==> config.mk <==
export PLATFORM = sky130hd
export DESIGN_NAME = stgl_lane
export DESIGN_NICKNAME = d
export VERILOG_FILES = /design/src/hw/rtl/stgl_pkg.sv /design/src/hw/rtl/stgl_lane.sv
export SDC_FILE = /design/constraint.sdc
export NUM_CORES = 2
export LEC_CHECK = 0
export ABC_AREA = 1
export BUFFER_PORTS_ARGS = -buffer_cell sky130_fd_sc_hd__buf_4
export CAP_MARGIN = 10
export CORE_MARGIN = 3
export CORE_UTILIZATION = 69
export DETAILED_ROUTE_END_ITERATION = 16
export MAX_ROUTING_LAYER = met4
export PLACE_DENSITY = 0.95
export RECOVER_POWER = 50
export REMOVE_ABC_BUFFERS = 1
export SYNTH_ARGS = -nofsm -noshare
export SYNTH_HDL_FRONTEND = slang
export SYNTH_SLANG_ARGS = --single-unit
==> constraint.sdc <==
create_clock -name clk -period 24.5 [get_ports clk]
set_clock_uncertainty 0.1 [all_clocks]
set_input_delay 2.45 -clock clk [delete_from_list [all_inputs] [get_ports clk]]
set_output_delay 2.45 -clock clk [all_outputs]
set_load 0.02 [all_outputs]
==> src/hw/rtl/stgl_pkg.sv <==
// shared types and constants for the salience top-k gate learner
// no dependencies; imported by every module of the block
package stgl_pkg;

	localparam int MAX_CH     = 8;
	localparam int VAL_W      = 16;
	localparam int SAL_W      = 16;
	localparam int LR_W       = 17;
	localparam int KEEP_W     = 4;
	localparam int CNT_W      = 32;
	localparam int CFG_IDX_W  = 1;
	localparam int CFG_DATA_W = 17;
	localparam int PROD_W     = 31;
	localparam int TGT_W      = 20;

	localparam int CHANNELS_DEFAULT = 8;

	localparam logic [CFG_IDX_W-1:0] REG_KEEP_COUNT    = 1'd0;
	localparam logic [CFG_IDX_W-1:0] REG_LEARNING_RATE = 1'd1;

	localparam logic [SAL_W-1:0]  SAL_ONE    = 16'd8192;
	localparam logic [SAL_W-1:0]  SAL_MIN    = 16'd1638;
	localparam logic [SAL_W-1:0]  SAL_MAX    = 16'd32768;
	localparam logic [LR_W-1:0]   LR_MAX     = 17'd65536;
	localparam logic [LR_W-1:0]   LR_RESET   = 17'd6554;
	localparam logic [KEEP_W-1:0] KEEP_RESET = 4'd1;

	typedef enum logic [1:0] {
		ST_IDLE,
		ST_UPDATE,
		ST_ATTEND
	} state_t;

	typedef struct packed {
		logic capture;
		logic commit;
	} lane_ctrl_t;

endpackage

==> src/hw/rtl/stgl_lane.sv <==
// one channel lane: salience register, rank against all lanes, gating and update step
// depends on stgl_pkg
module stgl_lane
	import stgl_pkg::*;
#(
	parameter int CHANNELS = CHANNELS_DEFAULT,
	parameter int LANE     = 0
) (
	input  logic                    clk,
	input  logic                    arst_n,
	input  lane_ctrl_t              ctrl,
	input  logic signed [VAL_W-1:0] reward,
	input  logic signed [VAL_W-1:0] value,
	input  logic [LR_W-1:0]         lr,
	input  logic [KEEP_W-1:0]       keep,
	input  logic [SAL_W-1:0]        sal_all [CHANNELS],
	output logic [SAL_W-1:0]        sal,
	output logic signed [VAL_W-1:0] gated
);

	logic [SAL_W-1:0]        sal_q;
	logic signed [VAL_W-1:0] val_s1;
	logic [PROD_W-1:0]       prod_s1;

	logic [VAL_W-2:0]        rpos;
	logic [VAL_W-1:0]        mag;
	logic [VAL_W:0]          neg_val;
	logic [TGT_W-1:0]        target;
	logic signed [TGT_W:0]   diff;
	logic signed [TGT_W+LR_W+1:0] step;
	logic signed [TGT_W+2:0] sum;
	logic [SAL_W-1:0]        sal_next;
	logic [KEEP_W-1:0]       rank;

	// positive part of reward and magnitude of percept
	always_comb begin
		rpos    = reward[VAL_W-1] ? '0 : reward[VAL_W-2:0];
		neg_val = 17'd0 - {value[VAL_W-1], value};
		mag     = value[VAL_W-1] ? neg_val[VAL_W-1:0] : value;
	end

	always_ff @(posedge clk) begin
		if (ctrl.capture) begin
			val_s1  <= value;
			prod_s1 <= PROD_W'(rpos) * PROD_W'(mag);
		end
	end

	// second stage of the update: move toward target at the learning rate, then clamp
	always_comb begin
		target = TGT_W'(SAL_ONE) + TGT_W'(prod_s1[PROD_W-1:11]);
		diff   = $signed({1'b0, target}) - $signed({5'b0, sal_q});
		step   = $signed({1'b0, lr}) * diff;
		sum    = $signed({7'b0, sal_q}) + step[TGT_W+LR_W+1:16];
		if (sum < $signed({7'b0, SAL_MIN}))
			sal_next = SAL_MIN;
		else if (sum > $signed({7'b0, SAL_MAX}))
			sal_next = SAL_MAX;
		else
			sal_next = sum[SAL_W-1:0];
	end

	always_ff @(posedge clk or negedge arst_n) begin
		if (!arst_n) begin
			sal_q <= SAL_ONE;
		end else if (ctrl.commit) begin
			sal_q <= sal_next;
		end
	end

	// lanes ahead of this one: higher salience, or equal with lower index
	always_comb begin
		rank = '0;
		for (int j = 0; j < CHANNELS; j++) begin
			if (sal_all[j] > sal_q || (sal_all[j] == sal_q && j < LANE))
				rank = rank + KEEP_W'(1);
		end
		gated = (rank >= keep) ? (val_s1 >>> 2) : val_s1;
	end

	assign sal = sal_q;

endmodule

Word level (Yosys, flattened, before mapping):

Cells that the tools add are included.

* bits in registers: 63
* bits of input ports: 185
* output and inout bits: 32
* word-level logic and storage cells: 40

* add/sub/neg operators: 11
* multipliers: 2
* $lt $le $gt $ge: 11
* mux-type cells: 13

Operators with widths (count)
* $gt 16x16->1: 8
* $mux 16: 3
* $mul 18x21->39: 1
* $mul 15x16->31: 1
* $mux 15: 2
* $mux 4: 7
* $add 4x1->4 const B: 6
* $add 16x23->23: 1
* $gt 23x17->1 const B: 1
* $lt 23x12->1 const B: 1
* $sub 20x16->21: 1
* $add 14x20->20 const A: 1
* $sub 1x16->16 const A: 1
* $ge 4x4->1: 1
* $add 1x1->2 const B: 1
* $mux 1: 1

Longest topological paths before layout:

* word-level depth: 18
* mapped depth: 57
* mapped depth without buffers: 55

Worst setup path after synthesis:

Ideal clock, no wire load.

* path kind: input to output
* from: input port sal_all[113] (netlist name)
* to: output port gated[10]
* arrival: 8.227 ns
* required time: 21.950 ns
* slack: 13.723 ns
* stages: 41
* path buffers: 1
* cell sequence: ha_1 inv_1 nor2_1 nor2_1 nor2_1 a211oi_1 o21ai_0 nand3_1 a21oi_1 o21ai_0 nand2_1 o21ai_0 ha_1 inv_1 nand2_1 nand2_1 inv_1 ha_1 [5 not listed] inv_1 ha_1 nand2_1 nand2_1 ha_1 or2_2 nand2_1 inv_1 ha_1 nand2_1 o21ai_0 ha_1 inv_1 nor2_1 o211ai_1 nand3_1 clkbuf_1 o21ai_0

* word-level cells in the longest chain between the ends: 18

RTL lines
* start, declared: line stgl_lane.sv:16 `input logic [SAL_W-1:0] sal_all [CHANNELS],`
* $gt 16x16->1 *: line stgl_lane.sv:75 `if (sal_all[j] > sal_q || (sal_all[j] == sal_q && j < LANE))`
* $mux 1 *: line stgl_lane.sv:75
* $add 1x1->2: line stgl_lane.sv:76 `rank = rank + KEEP_W'(1);`
* $mux 4 *: line stgl_lane.sv:75
* $add 4x1->4: line stgl_lane.sv:76
* $mux 4 *: line stgl_lane.sv:75
* $add 4x1->4: line stgl_lane.sv:76
* $mux 4 *: line stgl_lane.sv:75
* [2 not listed]
* $add 4x1->4: line stgl_lane.sv:76
* $mux 4 *: line stgl_lane.sv:75
* $add 4x1->4: line stgl_lane.sv:76
* $mux 4 *: line stgl_lane.sv:75
* $add 4x1->4: line stgl_lane.sv:76
* $mux 4 *: line stgl_lane.sv:75
* $ge 4x4->1 *: line stgl_lane.sv:78 `gated = (rank >= keep) ? (val_s1 >>> 2) : val_s1;`
* $mux 15 *: line stgl_lane.sv:78
* end, declared: line stgl_lane.sv:18 `output logic signed [VAL_W-1:0] gated`

Mark *: on every way between the ends. The rest lies on a longest branch, timed or not.

Worst setup path in the final report:

* from: input port sal_all[113] (netlist name)
* to: output port gated[1]

Same word-level chain as after synthesis.

==> metrics.txt <==
outcome=complete, but fails checks; failing checks=max-capacitance violations, max-slew violations; die area=0.04378 sq mm; total number of vias=25,412; WL final=approximately 80 mm; ant diodes=0; RSZ-0062 raised after global routing=false; Cell Area, Placed=between 0.03 and 0.04 sq mm; R2R cell count=44; Bufs on Longest Clock Path=2; EDFF count, synth=36; crit share post-route=48.81%; Num CTS Buffers=5; setup TNS=0 ps; TritonRoute pass-1 iters=8; Die Ht=209.2 microns; slew at the pin closest to its max-slew limit=approximately 2000 ps; Mapped Cells=approximately 3,700; Synth Register Bits=52; Final Cell Area=0.03058 sq mm; input/output buffers=around 220; Post-Syn Area=about 0.028 sq mm; sequential element share of the synthesized area=roughly 5.2%; CP max FO=28; FILL cells=2,797; hold-critical path depth=2; crit-path most repeated cell=nand2_1; Resized Gates After CTS=0; Hold Crit Start=sal[13]; final core utilization=between 70% and 80%; H-tree depth=2; Crit path arrival time=9410 ps; DRC=0; antenna violations before repair=0; crit end category=primary output; R2R setup slack=~13,000 ps; number of global-route vias before repair=26,933; WP data required=21,950 ps; largest net degree at the start of global routing=37; WL per Instance=18.40 microns; CTS tree=done; final setup fails=0; via/cell ratio=5.808; Starting DRT DRC Count=between 2,000 and 2,500; met2 demand-to-capacity share in global routing=between 60 and 70%; final hold vios=0; postcts setup bufs=0; hold crit path type=register to register; WHS Endpoint=sal[13]; Peak Freq=83.62 MHz; R2R Path End=sal[3]; clock root buffer=clkbuf_16; GRT Total Usage=38.34%; layout cells sized above 1=between 7 and 8%; global-route wire length before repair=131.0 mm; Top FF cell, synth=edfxtp_1; Distinct cells, synth=63; yosys warns=0; Die W=roughly 210 microns; hold_buf cts=0; RR Startpoint=sal[0]; routability cong.=~1; Initial Util=70.75%; core area=0.04028 sq mm; fraction of registers with async set/reset=30.77%; Clock Latency Late Sink=310 ps; global routing usage on met3=7.762%; P&R area growth vs syn=7.292%; DPL Wire Length=66.96 mm; synthesized area per cell=7.709 sq um; IO Count=between 200 and 250; Max Cap Viol=1; Clock Pin Slew Worst Setup and Hold Paths=around 70 ps; CTS sink count=52; nets=4,929; fin crit period=11,960 ps; fin. max-slew vios=37; M1 GR Usage=between 40% and 50%; gr busiest metal=met2; CP Class=input pin to primary output; post-route antenna net violation count=0; GRT overflow=0; Cell Rows=73; max_slew headroom=-36.47%; slowest CP cell=nand3_1; CP max stage delay=730 ps; startpoint types=input pin
[cell usage in the layout, fill, tap and decap left out, types with 8 or more instances in the layout]
cell	instances
nand4_1	25
nor2_2	8
nand3_1	85
o21a_1	10
o21ai_0	64
clkbuf_1	18
nor2_1	416
ha_1	360
inv_1	913
nand2_2	20
xnor2_1	25
a21oi_2	9
a211oi_1	8
clkinv_1	12
nand3b_1	9
buf_4	204
nand2_1	760
fa_1	535
a21oi_1	142
edfxtp_1	36
or2_2	17
xor2_1	46
dfrtp_1	15
nor3_1	20
[registers in the layout, summed over array words and instances (netlist names)]
signal   flops
sal         16
prod_s1     20
val_s1      16
[cell type report]
class / instances / area, sq um / area share, %
timing repair buffer: 222 / 1599 / 5.230
inverter: 931 / 3497 / 11.44
tap: 525 / 656.9 / 2.148
clock buffer: 5 / 125.1 / 0.4092
clock inverter: 3 / 17.52 / 0.05729
sequential: 52 / 1483 / 4.849
multi-input combinational: 2637 / 23200 / 75.87
[synth_stat cells (25+ instances only)]
| cell | n | area (sq um) |
|---|---|---|
| nand4_1 | 25 | 156.4 |
| ha_1 | 360 | 4504 |
| nand2_1 | 760 | 2853 |
| nor2_1 | 416 | 1562 |
| nand3_1 | 85 | 425.4 |
| fa_1 | 535 | 10710 |
| xor2_1 | 47 | 411.6 |
| xnor2_1 | 25 | 219.0 |
| a21oi_1 | 142 | 710.7 |
| clkbuf_1 | 65 | 244.0 |
| o21ai_0 | 64 | 320.3 |
| edfxtp_1 | 36 | 1081 |
| inv_1 | 913 | 3427 |
[stage by stage]
stage,std cells,hold slack [ps],setup WS (ps)
after global routing,4375,454.8,11940
after global placement,4367,416.1,12840
after CTS,4375,442.6,12590
after floorplan,3620,415.1,13520
after detailed placement,4367,434.2,12600
final,4375,439.3,12540
[worst max path at each step]
stage	from	to	depth (start not counted)
floorplan	sal_all[113]	gated[10]	40
global placement	sal_all[113]	gated[1]	42
detailed placement	sal_all[113]	gated[1]	42
CTS	sal_all[113]	gated[1]	42
global route	sal_all[113]	gated[1]	42
finish	sal_all[113]	gated[1]	42
[per-layer routing]
| layer | part of all wire (%) | up-vias | routed length [microns] |
|---|---|---|---|
| met3 | 11 | 453 | 8560 |
| met2 | 47 | 1578 | 37950 |
| met1 | 36 | 12037 | 28830 |
| met4 | 6.4 | 0 | 5148 |
| met5 | 0 | - | 0 |
| li1 | - | 11344 | - |
[kinds of logic (layout without fill, tap and decap cells)]
group,Yosys count,in the layout,share of synthesized area (%)
and+or+nand+nor,1378,1378,19.65
buffers and inverters,1008,1161,13.42
adders and majority gates,895,895,53.39
AOI/OAI and AO/OA,290,290,6.032
xor gates and xnor gates,73,73,2.270
DFF,52,52,5.203
muxes,1,1,0.03951
[critical path, delay by kind of cell]
| kind | cells | cell delay (ps) |
|---|---|---|
| multiplexers | 1 | 570 |
| buffers and inverters | 8 | 660 |
| AND/OR/NAND/NOR | 18 | 2500 |
| AO/OA/AOI/OAI | 7 | 850 |
| adder cells (fa/ha/maj) | 8 | 2350 |
Power is left out: the tool's default activity adds up to more than one toggle a clock period on the data nets, which glitch-free logic cannot reach.
