===== src/hw/rtl/stgl_pkg.sv =====
// shared types and constants for the salience top-k gate learner
// no dependencies; imported by every module of the block
package stgl_pkg;

	localparam int MAX_CH     = 8;
	localparam int VAL_W      = 16;
	localparam int SAL_W      = 16;
	localparam int LR_W       = 17;
	localparam int KEEP_W     = 4;
	localparam int CNT_W      = 32;
	localparam int CFG_IDX_W  = 1;
	localparam int CFG_DATA_W = 17;
	localparam int PROD_W     = 31;
	localparam int TGT_W      = 20;

	localparam int CHANNELS_DEFAULT = 8;

	localparam logic [CFG_IDX_W-1:0] REG_KEEP_COUNT    = 1'd0;
	localparam logic [CFG_IDX_W-1:0] REG_LEARNING_RATE = 1'd1;

	localparam logic [SAL_W-1:0]  SAL_ONE    = 16'd8192;
	localparam logic [SAL_W-1:0]  SAL_MIN    = 16'd1638;
	localparam logic [SAL_W-1:0]  SAL_MAX    = 16'd32768;
	localparam logic [LR_W-1:0]   LR_MAX     = 17'd65536;
	localparam logic [LR_W-1:0]   LR_RESET   = 17'd6554;
	localparam logic [KEEP_W-1:0] KEEP_RESET = 4'd1;

	typedef enum logic [1:0] {
		ST_IDLE,
		ST_UPDATE,
		ST_ATTEND
	} state_t;

	typedef struct packed {
		logic capture;
		logic commit;
	} lane_ctrl_t;

endpackage


===== src/hw/rtl/stgl_result_if.sv =====
// result channel interface: valid/ready handshake with gated vector and counts
// depends on stgl_pkg for field widths
interface stgl_result_if
	import stgl_pkg::*;
();
	logic                    valid;
	logic                    ready;
	logic signed [VAL_W-1:0] gated_0;
	logic signed [VAL_W-1:0] gated_1;
	logic signed [VAL_W-1:0] gated_2;
	logic signed [VAL_W-1:0] gated_3;
	logic signed [VAL_W-1:0] gated_4;
	logic signed [VAL_W-1:0] gated_5;
	logic signed [VAL_W-1:0] gated_6;
	logic signed [VAL_W-1:0] gated_7;
	logic [CNT_W-1:0]        attend_total;
	logic [CNT_W-1:0]        update_total;

	modport source (output valid, gated_0, gated_1, gated_2, gated_3, gated_4, gated_5,
		gated_6, gated_7, attend_total, update_total, input ready);
	modport sink (input valid, gated_0, gated_1, gated_2, gated_3, gated_4, gated_5,
		gated_6, gated_7, attend_total, update_total, output ready);
endinterface


===== src/hw/rtl/stgl_merge.sv =====
// merge stage: collects the lane results into the registered result transaction
// depends on stgl_pkg and stgl_result_if
module stgl_merge
	import stgl_pkg::*;
#(
	parameter int CHANNELS = CHANNELS_DEFAULT
) (
	input  logic                    clk,
	input  logic                    arst_n,
	input  logic                    load,
	input  logic signed [VAL_W-1:0] gated [CHANNELS],
	input  logic [CNT_W-1:0]        attend_total,
	input  logic [CNT_W-1:0]        update_total,
	output logic                    free,
	stgl_result_if.source           results
);

	logic                    valid_q;
	logic signed [VAL_W-1:0] gated_q [MAX_CH];
	logic signed [VAL_W-1:0] gated_pad [MAX_CH];
	logic [CNT_W-1:0]        attend_q;
	logic [CNT_W-1:0]        update_q;

	// channels beyond the configured count read zero
	for (genvar i = 0; i < MAX_CH; i++) begin : g_pad
		if (i < CHANNELS) begin : g_live
			assign gated_pad[i] = gated[i];
		end else begin : g_zero
			assign gated_pad[i] = '0;
		end
	end

	assign free = !valid_q || results.ready;

	always_ff @(posedge clk or negedge arst_n) begin
		if (!arst_n) begin
			valid_q <= 1'b0;
		end else if (load) begin
			valid_q <= 1'b1;
		end else if (results.ready) begin
			valid_q <= 1'b0;
		end
	end

	always_ff @(posedge clk) begin
		if (load) begin
			gated_q  <= gated_pad;
			attend_q <= attend_total;
			update_q <= update_total;
		end
	end

	assign results.valid        = valid_q;
	assign results.gated_0      = gated_q[0];
	assign results.gated_1      = gated_q[1];
	assign results.gated_2      = gated_q[2];
	assign results.gated_3      = gated_q[3];
	assign results.gated_4      = gated_q[4];
	assign results.gated_5      = gated_q[5];
	assign results.gated_6      = gated_q[6];
	assign results.gated_7      = gated_q[7];
	assign results.attend_total = attend_q;
	assign results.update_total = update_q;

endmodule


===== src/flat_wrapper.sv =====
// flat-port wrapper written by rule: the top's interface ports become plain ports
module stgl_merge_flat import stgl_pkg::*;
#(
	parameter int CHANNELS = CHANNELS_DEFAULT
)
  (clk, arst_n, load, gated, attend_total, update_total, free, results_valid, results_gated_0, results_gated_1, results_gated_2, results_gated_3, results_gated_4, results_gated_5, results_gated_6, results_gated_7, results_attend_total, results_update_total, results_ready);
  stgl_result_if results_i ();
  input  logic clk;
  input  logic arst_n;
  input  logic load;
  input  logic signed [VAL_W-1:0] gated[CHANNELS];
  input  logic [CNT_W-1:0] attend_total;
  input  logic [CNT_W-1:0] update_total;
  output logic free;
  output wire logic [$bits(results_i.valid)-1:0] results_valid;
  output wire logic [$bits(results_i.gated_0)-1:0] results_gated_0;
  output wire logic [$bits(results_i.gated_1)-1:0] results_gated_1;
  output wire logic [$bits(results_i.gated_2)-1:0] results_gated_2;
  output wire logic [$bits(results_i.gated_3)-1:0] results_gated_3;
  output wire logic [$bits(results_i.gated_4)-1:0] results_gated_4;
  output wire logic [$bits(results_i.gated_5)-1:0] results_gated_5;
  output wire logic [$bits(results_i.gated_6)-1:0] results_gated_6;
  output wire logic [$bits(results_i.gated_7)-1:0] results_gated_7;
  output wire logic [$bits(results_i.attend_total)-1:0] results_attend_total;
  output wire logic [$bits(results_i.update_total)-1:0] results_update_total;
  input wire logic [$bits(results_i.ready)-1:0] results_ready;
  assign results_valid = results_i.valid;
  assign results_gated_0 = results_i.gated_0;
  assign results_gated_1 = results_i.gated_1;
  assign results_gated_2 = results_i.gated_2;
  assign results_gated_3 = results_i.gated_3;
  assign results_gated_4 = results_i.gated_4;
  assign results_gated_5 = results_i.gated_5;
  assign results_gated_6 = results_i.gated_6;
  assign results_gated_7 = results_i.gated_7;
  assign results_attend_total = results_i.attend_total;
  assign results_update_total = results_i.update_total;
  assign results_i.ready = results_ready;
  stgl_merge #(.CHANNELS(CHANNELS)) u_core (.clk(clk), .arst_n(arst_n), .load(load), .gated(gated), .attend_total(attend_total), .update_total(update_total), .free(free), .results(results_i));
endmodule

===== config.mk =====
export PLATFORM = sky130hd
export DESIGN_NAME = stgl_merge_flat
export DESIGN_NICKNAME = d
export VERILOG_FILES = /design/src/hw/rtl/stgl_pkg.sv /design/src/hw/rtl/stgl_result_if.sv /design/src/hw/rtl/stgl_merge.sv /design/src/flat_wrapper.sv
export SDC_FILE = /design/constraint.sdc
export NUM_CORES = 1
export LEC_CHECK = 0
export BUFFER_PORTS_ARGS = -buffer_cell sky130_fd_sc_hd__buf_2
export CORE_AREA = 2 2 151 153
export DETAILED_ROUTE_END_ITERATION = 10
export DIE_AREA = 0 0 153 155
export SYNTH_ARGS = -nofsm -noshare
export SYNTH_HDL_FRONTEND = slang
export SYNTH_SLANG_ARGS = --single-unit

===== constraint.sdc =====
create_clock -name clk -period 0.8 [get_ports clk]
set_input_delay 0.16 -clock clk [delete_from_list [all_inputs] [get_ports clk]]
set_output_delay 0.16 -clock clk [all_outputs]
set_load 0.03 [all_outputs]

==> out/metrics.csv, run 1 <==
stage,metric,value,unit
clock_network,Clock Sinks,193,
clock_network,total CTS buffers,17,
synth,cell area after synthesis,5810,um^2
place,Placer Congestion,0.743,
clock_network,hold buffer count at cts,185,
status,Halt Stage,clock tree synthesis (4_1_cts),
synth,synth unique cells,4,
clock_network,H-Tree Depth,4,
die,Initial Util,0.262,
synth,syn_nets,391,
synth,#FFs+latches synth,193,
clock_network,post-CTS setup buffers,1,
clock_network,Clock Root Buffer,clkbuf_16,
synth,Syn Inst Count,195,
die,Cell Rows,55,
clock_network,PostCTS Resize Cnt,387,
synth,Avg Synthesized Cell Area,29.8,um^2
die,Die Wd,153,um
synth,"area leader, netlist",edfxtp_1,
status,tool error,[ERROR RSZ-0060] Max buffer count reached.,
die,die height,155,um
synth,register area share after synthesis,0.996,
die,Ports,390,
synth,Yosys top cell area share,0.992,
synth,Yosys Warn Count,0,
place,I/O Buffers,389,
clock_network,deepest clock path buffer count,2,
status,status,aborted with a tool error,
synth,synth top area cells,"edfxtp_1 99%, dfrtp_1 0.43%, nand2b_4 0.24%",
place,DPL Wire Length,11700,um
-- cells by family after synthesis --
logic type,Yosys count,synth area share
simple gates,2,0.00387
flops,193,0.996
-- synthesized netlist by cell type (all sizes together) --
master and instances:
edfxtp 192, nand2b 2, dfrtp 1
-- through the flow --
step / area (um^2) / std cells / setup WS [ns]
2_1_floorplan: 5810 / 195 / 0.00156
3_3_place_gp: 8280 / 886 / -0.211
3_5_place_dp: 8280 / 886 / -0.216
==> inputs of run 2 (changes only) <==
--- a/config.mk
+++ b/config.mk
@@ -6,9 +6,10 @@
 export NUM_CORES = 1
 export LEC_CHECK = 0
 export BUFFER_PORTS_ARGS = -buffer_cell sky130_fd_sc_hd__buf_2
-export CORE_AREA = 2 2 151 153
+export CORE_MARGIN = 2
+export CORE_UTILIZATION = 21
 export DETAILED_ROUTE_END_ITERATION = 10
-export DIE_AREA = 0 0 153 155
+export PLACE_DENSITY_LB_ADDON = 0.15
 export SYNTH_ARGS = -nofsm -noshare
 export SYNTH_HDL_FRONTEND = slang
 export SYNTH_SLANG_ARGS = --single-unit
==> run 2 against run 1 <==
The flow now finishes, with violations (negative setup slack). Synthesized cell count stayed put. Synthesized area stayed put.
==> out/metrics.csv, run 2 <==
stage,metric,value,unit,change
status,status,"complete, but fails checks",,was aborted with a tool error
status,failing checks,negative setup slack,,
detailed_routing,routed metal-1 wire length,6100,um,
job,max-cap violation count,0,,
sta,Final period util,1.52,,
sta,Worst slew margin,0.853,,
detailed_routing,Antenna Violating Nets Remaining,0,,
final_layout,layout filler cell count,2384,,
grt,global route overflow,0,,
synth,synth top area cells,"edfxtp_1 99%, dfrtp_1 0.43%, nand2b_4 0.24%",,unchanged
synth,Avg Synthesized Cell Area,29.8,um^2,unchanged
detailed_routing,Top Layer Used,met4,,
synth,most instantiated library cell after synthesis,edfxtp_1,,unchanged
detailed_routing,total number of vias,4408,,
place,Placer Congestion,0.708,,was 0.743
grt,antenna violations before repair,0,,
synth,Post-synth top cells,"192 x edfxtp_1, 1 x dfrtp_1, 1 x nand2b_2, 1 x nand2b_4",,unchanged
setup_path,R2R Setup Slk,-0.13,ns,
sta,count of endpoints failing setup in the final report,195,,
synth,register area share after synthesis,0.996,,unchanged
setup_path,top cell family by delay on the critical path,flip-flops,,
die,Cell Rows,60,,was 55
setup_path,"Largest stage delay, worst path",0.43,ns,
setup_path,crit path to,free,,
clock_network,worst skew pair latency,0.42,ns,
setup_path,worst r2r path cells,5,,
sta,unrepaired setup endpoints after global routing,yes,,
die,die height,170,um,was 155 um
die,Core Area,27100,um^2,
die,Die Wd,170,um,was 153 um
die,Die ar.,29000,um^2,
power_and_ir_drop,internal power,0.0186,W,
setup_path,Arrival @ worst endpoint,1.05,ns,
power_and_ir_drop,P_leak,5.03,nW,
place,Post-DP Area,8400,um^2,was 8280 um^2
power_and_ir_drop,combinational share of power,0.193,,
sta,Final Hold Vio Count,0,,
setup_path,Stages on worst setup path,2,,
sta,final slew viol count,0,,
detailed_routing,first drt pass iteration count,5,,
grt,vias in the first global route,4995,,
detailed_routing,Routed WL,17900,um,
synth,Syn Inst Count,195,,unchanged
final_layout,Layout area overhead,108,%,
power_and_ir_drop,maximum vdd drop,0.00130,V,
setup_path,capture point of the worst reg-to-reg path,u_core.results.valid,,
setup_path,worst r2r src,u_core.results.valid,,
sta,Final Critical Period,1.21,ns,
setup_path,Setup crit start kind,flip-flop,,
setup_path,Crit Path Class,reg -> out,,
sta,total negative slack,-62.24,ns,
sta,Fin Clk Skew,0,ns,
min_path,worst hold path type,in -> async,,
synth,"area leader, netlist",edfxtp_1,,unchanged
synth,Yosys Warn Count,0,,unchanged
clock_network,deepest clock path buffer count,2,,unchanged
place,DPL Wire Length,12400,um,was 11700 um
setup_path,crit path launch,u_core.results.valid,,
clock_network,total CTS buffers,17,,unchanged
power_and_ir_drop,Sw Ratio,0.266,,
synth,post-synthesis async set-or-reset flop share,0.00518,,unchanged
clock_network,Clock Root Buffer,clkbuf_16,,unchanged
grt,GR Util All Layers,0.120,,
die,Initial Util,0.214,,was 0.262
setup_path,Setup crit end kind,output port,,
clock_network,"Reg clk slew, reported paths",0.08,ns,
setup_path,"Cell Chain, Critical Path",nand2b_4 > buf_6,,
grt,largest net degree at the start of global routing,34,,
setup_path,Worst path slowest cell,dfrtp_2,,
final_layout,"Design Area, Final",12100,um^2,
sta,measured slew at the worst slew-check pin,0.220,ns,
clock_network,Clock Sinks,193,,unchanged
clock_network,CTS tree,done,,
die,Ports,390,,unchanged
detailed_routing,DRC viols,0,,
detailed_routing,DRT iter0 DRCs,179,,
final_layout,most frequent cells in the layout,"195 x buf_2, 193 x dlygate4sd3_1, 193 x buf_6",,
detailed_routing,vias per cell,3.67,,
clock_network,H-Tree Depth,4,,unchanged
power_and_ir_drop,Clock Power Share,0.316,,
setup_path,worst-path fanout max,2,,
synth,syn_nets,391,,unchanged
final_layout,share of layout cells above drive strength 1,0.531,,
grt,first-pass GRT wire length,26400,um,
power_and_ir_drop,Switch Pwr,0.00671,W,
power_and_ir_drop,Pwr per Cell Area,2090,nW/um^2,
final_layout,Final #Nets,1011,,
final_layout,"most common cell after layout, fill and taps aside",buf_2,,
synth,"Top FF cell, synth",edfxtp_1,,unchanged
detailed_routing,met3 wire length,1510,um,
power_and_ir_drop,Sequential Power Share,0.491,,
setup_path,critical path required time,0.64,ns,
detailed_routing,met2 routed WL,9900,um,
sta,setup ws final,-0.413,ns,
synth,#FFs+latches synth,193,,unchanged
setup_path,crit path buf inv count,1,,
synth,synth unique cells,4,,unchanged
detailed_routing,WL/cell,14.9,um,
sta,Achievable Freq,824,MHz,
synth,cell area after synthesis,5810,um^2,unchanged
synth,Yosys top cell area share,0.992,,unchanged
place,I/O Buffers,389,,unchanged
synth,number of synthesized flops with an enable pin,192,,unchanged
-- run 2: final cells by class --
type | instances | area (um^2) | area share
Clock inverter | 14 | 128 | 0.0105
Antenna cell | 1 | 2.50 | 0.000207
Tap cell | 372 | 465 | 0.0384
Clock buffer | 18 | 429 | 0.0354
Sequential cell | 193 | 5790 | 0.478
Timing Repair Buffer | 601 | 5280 | 0.435
Multi-Input combinational cell | 2 | 22.5 | 0.00186
-- run 2: how the worst min path moves through the flow --
stage                                      end  depth (start not counted)  slack [ns]    from
final                     u_core.results.valid                          2        0.04  arst_n
after global routing      u_core.results.valid                          2        0.01  arst_n
after CTS                 u_core.results.valid                          2        0.01  arst_n
after detailed placement  u_core.results.valid                          1       -0.06  arst_n
after global placement    u_core.results.valid                          1       -0.06  arst_n
after floorplan           u_core.results.valid                          0       -0.14  arst_n
-- run 2: what timing repair did --
action | CTS | global route
pin swaps | 0 | 0
setup endpoints to repair | 194 | 195
hold endpoints to repair | 193 | 0
resized for setup | 386 | 0
setup buffers | 1 | 1
hold buffers | 193 | 0
-- run 2: through the flow --
stage	hold slack (ns)	setup WS, ns	instances	util	power (W)
2_1_floorplan	-0.136	0.00156	195	-	0.0141
3_3_place_gp	-0.0591	-0.187	973	0.310	0.0157
3_5_place_dp	-0.0580	-0.201	973	0.310	0.0157
4_1_cts	0.0119	-0.440	1199	0.447	0.0256
5_1_grt	0.0104	-0.471	1200	0.447	0.0263
6_report	0.0368	-0.413	1201	0.447	0.0253
-- run 2: cells by family (layout without fill, tap and decap cells) --
family / Yosys count / in the layout / share of synthesized area
buffers and inverters: 0 / 633 / 0
other: 0 / 1 / 0
DFF: 193 / 193 / 0.996
and+or+nand+nor: 2 / 2 / 0.00387
-- run 2: power by group through the flow --
| stage | Combinational, W | Clock (W) | Sequential (W) |
|---|---|---|---|
| 6_report | 0.00487 | 0.00799 | 0.0124 |
| 5_1_grt | 0.00508 | 0.00877 | 0.0125 |
| 3_3_place_gp | 0.00323 | 0 | 0.0124 |
| 3_5_place_dp | 0.00324 | 0 | 0.0124 |
| 4_1_cts | 0.00488 | 0.00833 | 0.0124 |
| 2_1_floorplan | 0.0000172 | 0 | 0.0141 |
-- run 2: routing by layer --
metal | up-vias | GRT usage
met4 | 0 | 0.0427
met2 | 224 | 0.229
met1 | 2125 | 0.115
met5 | - | 0
met3 | 24 | 0.0495
li1 | 2035 | -
(Power assumes the default switching activity.)
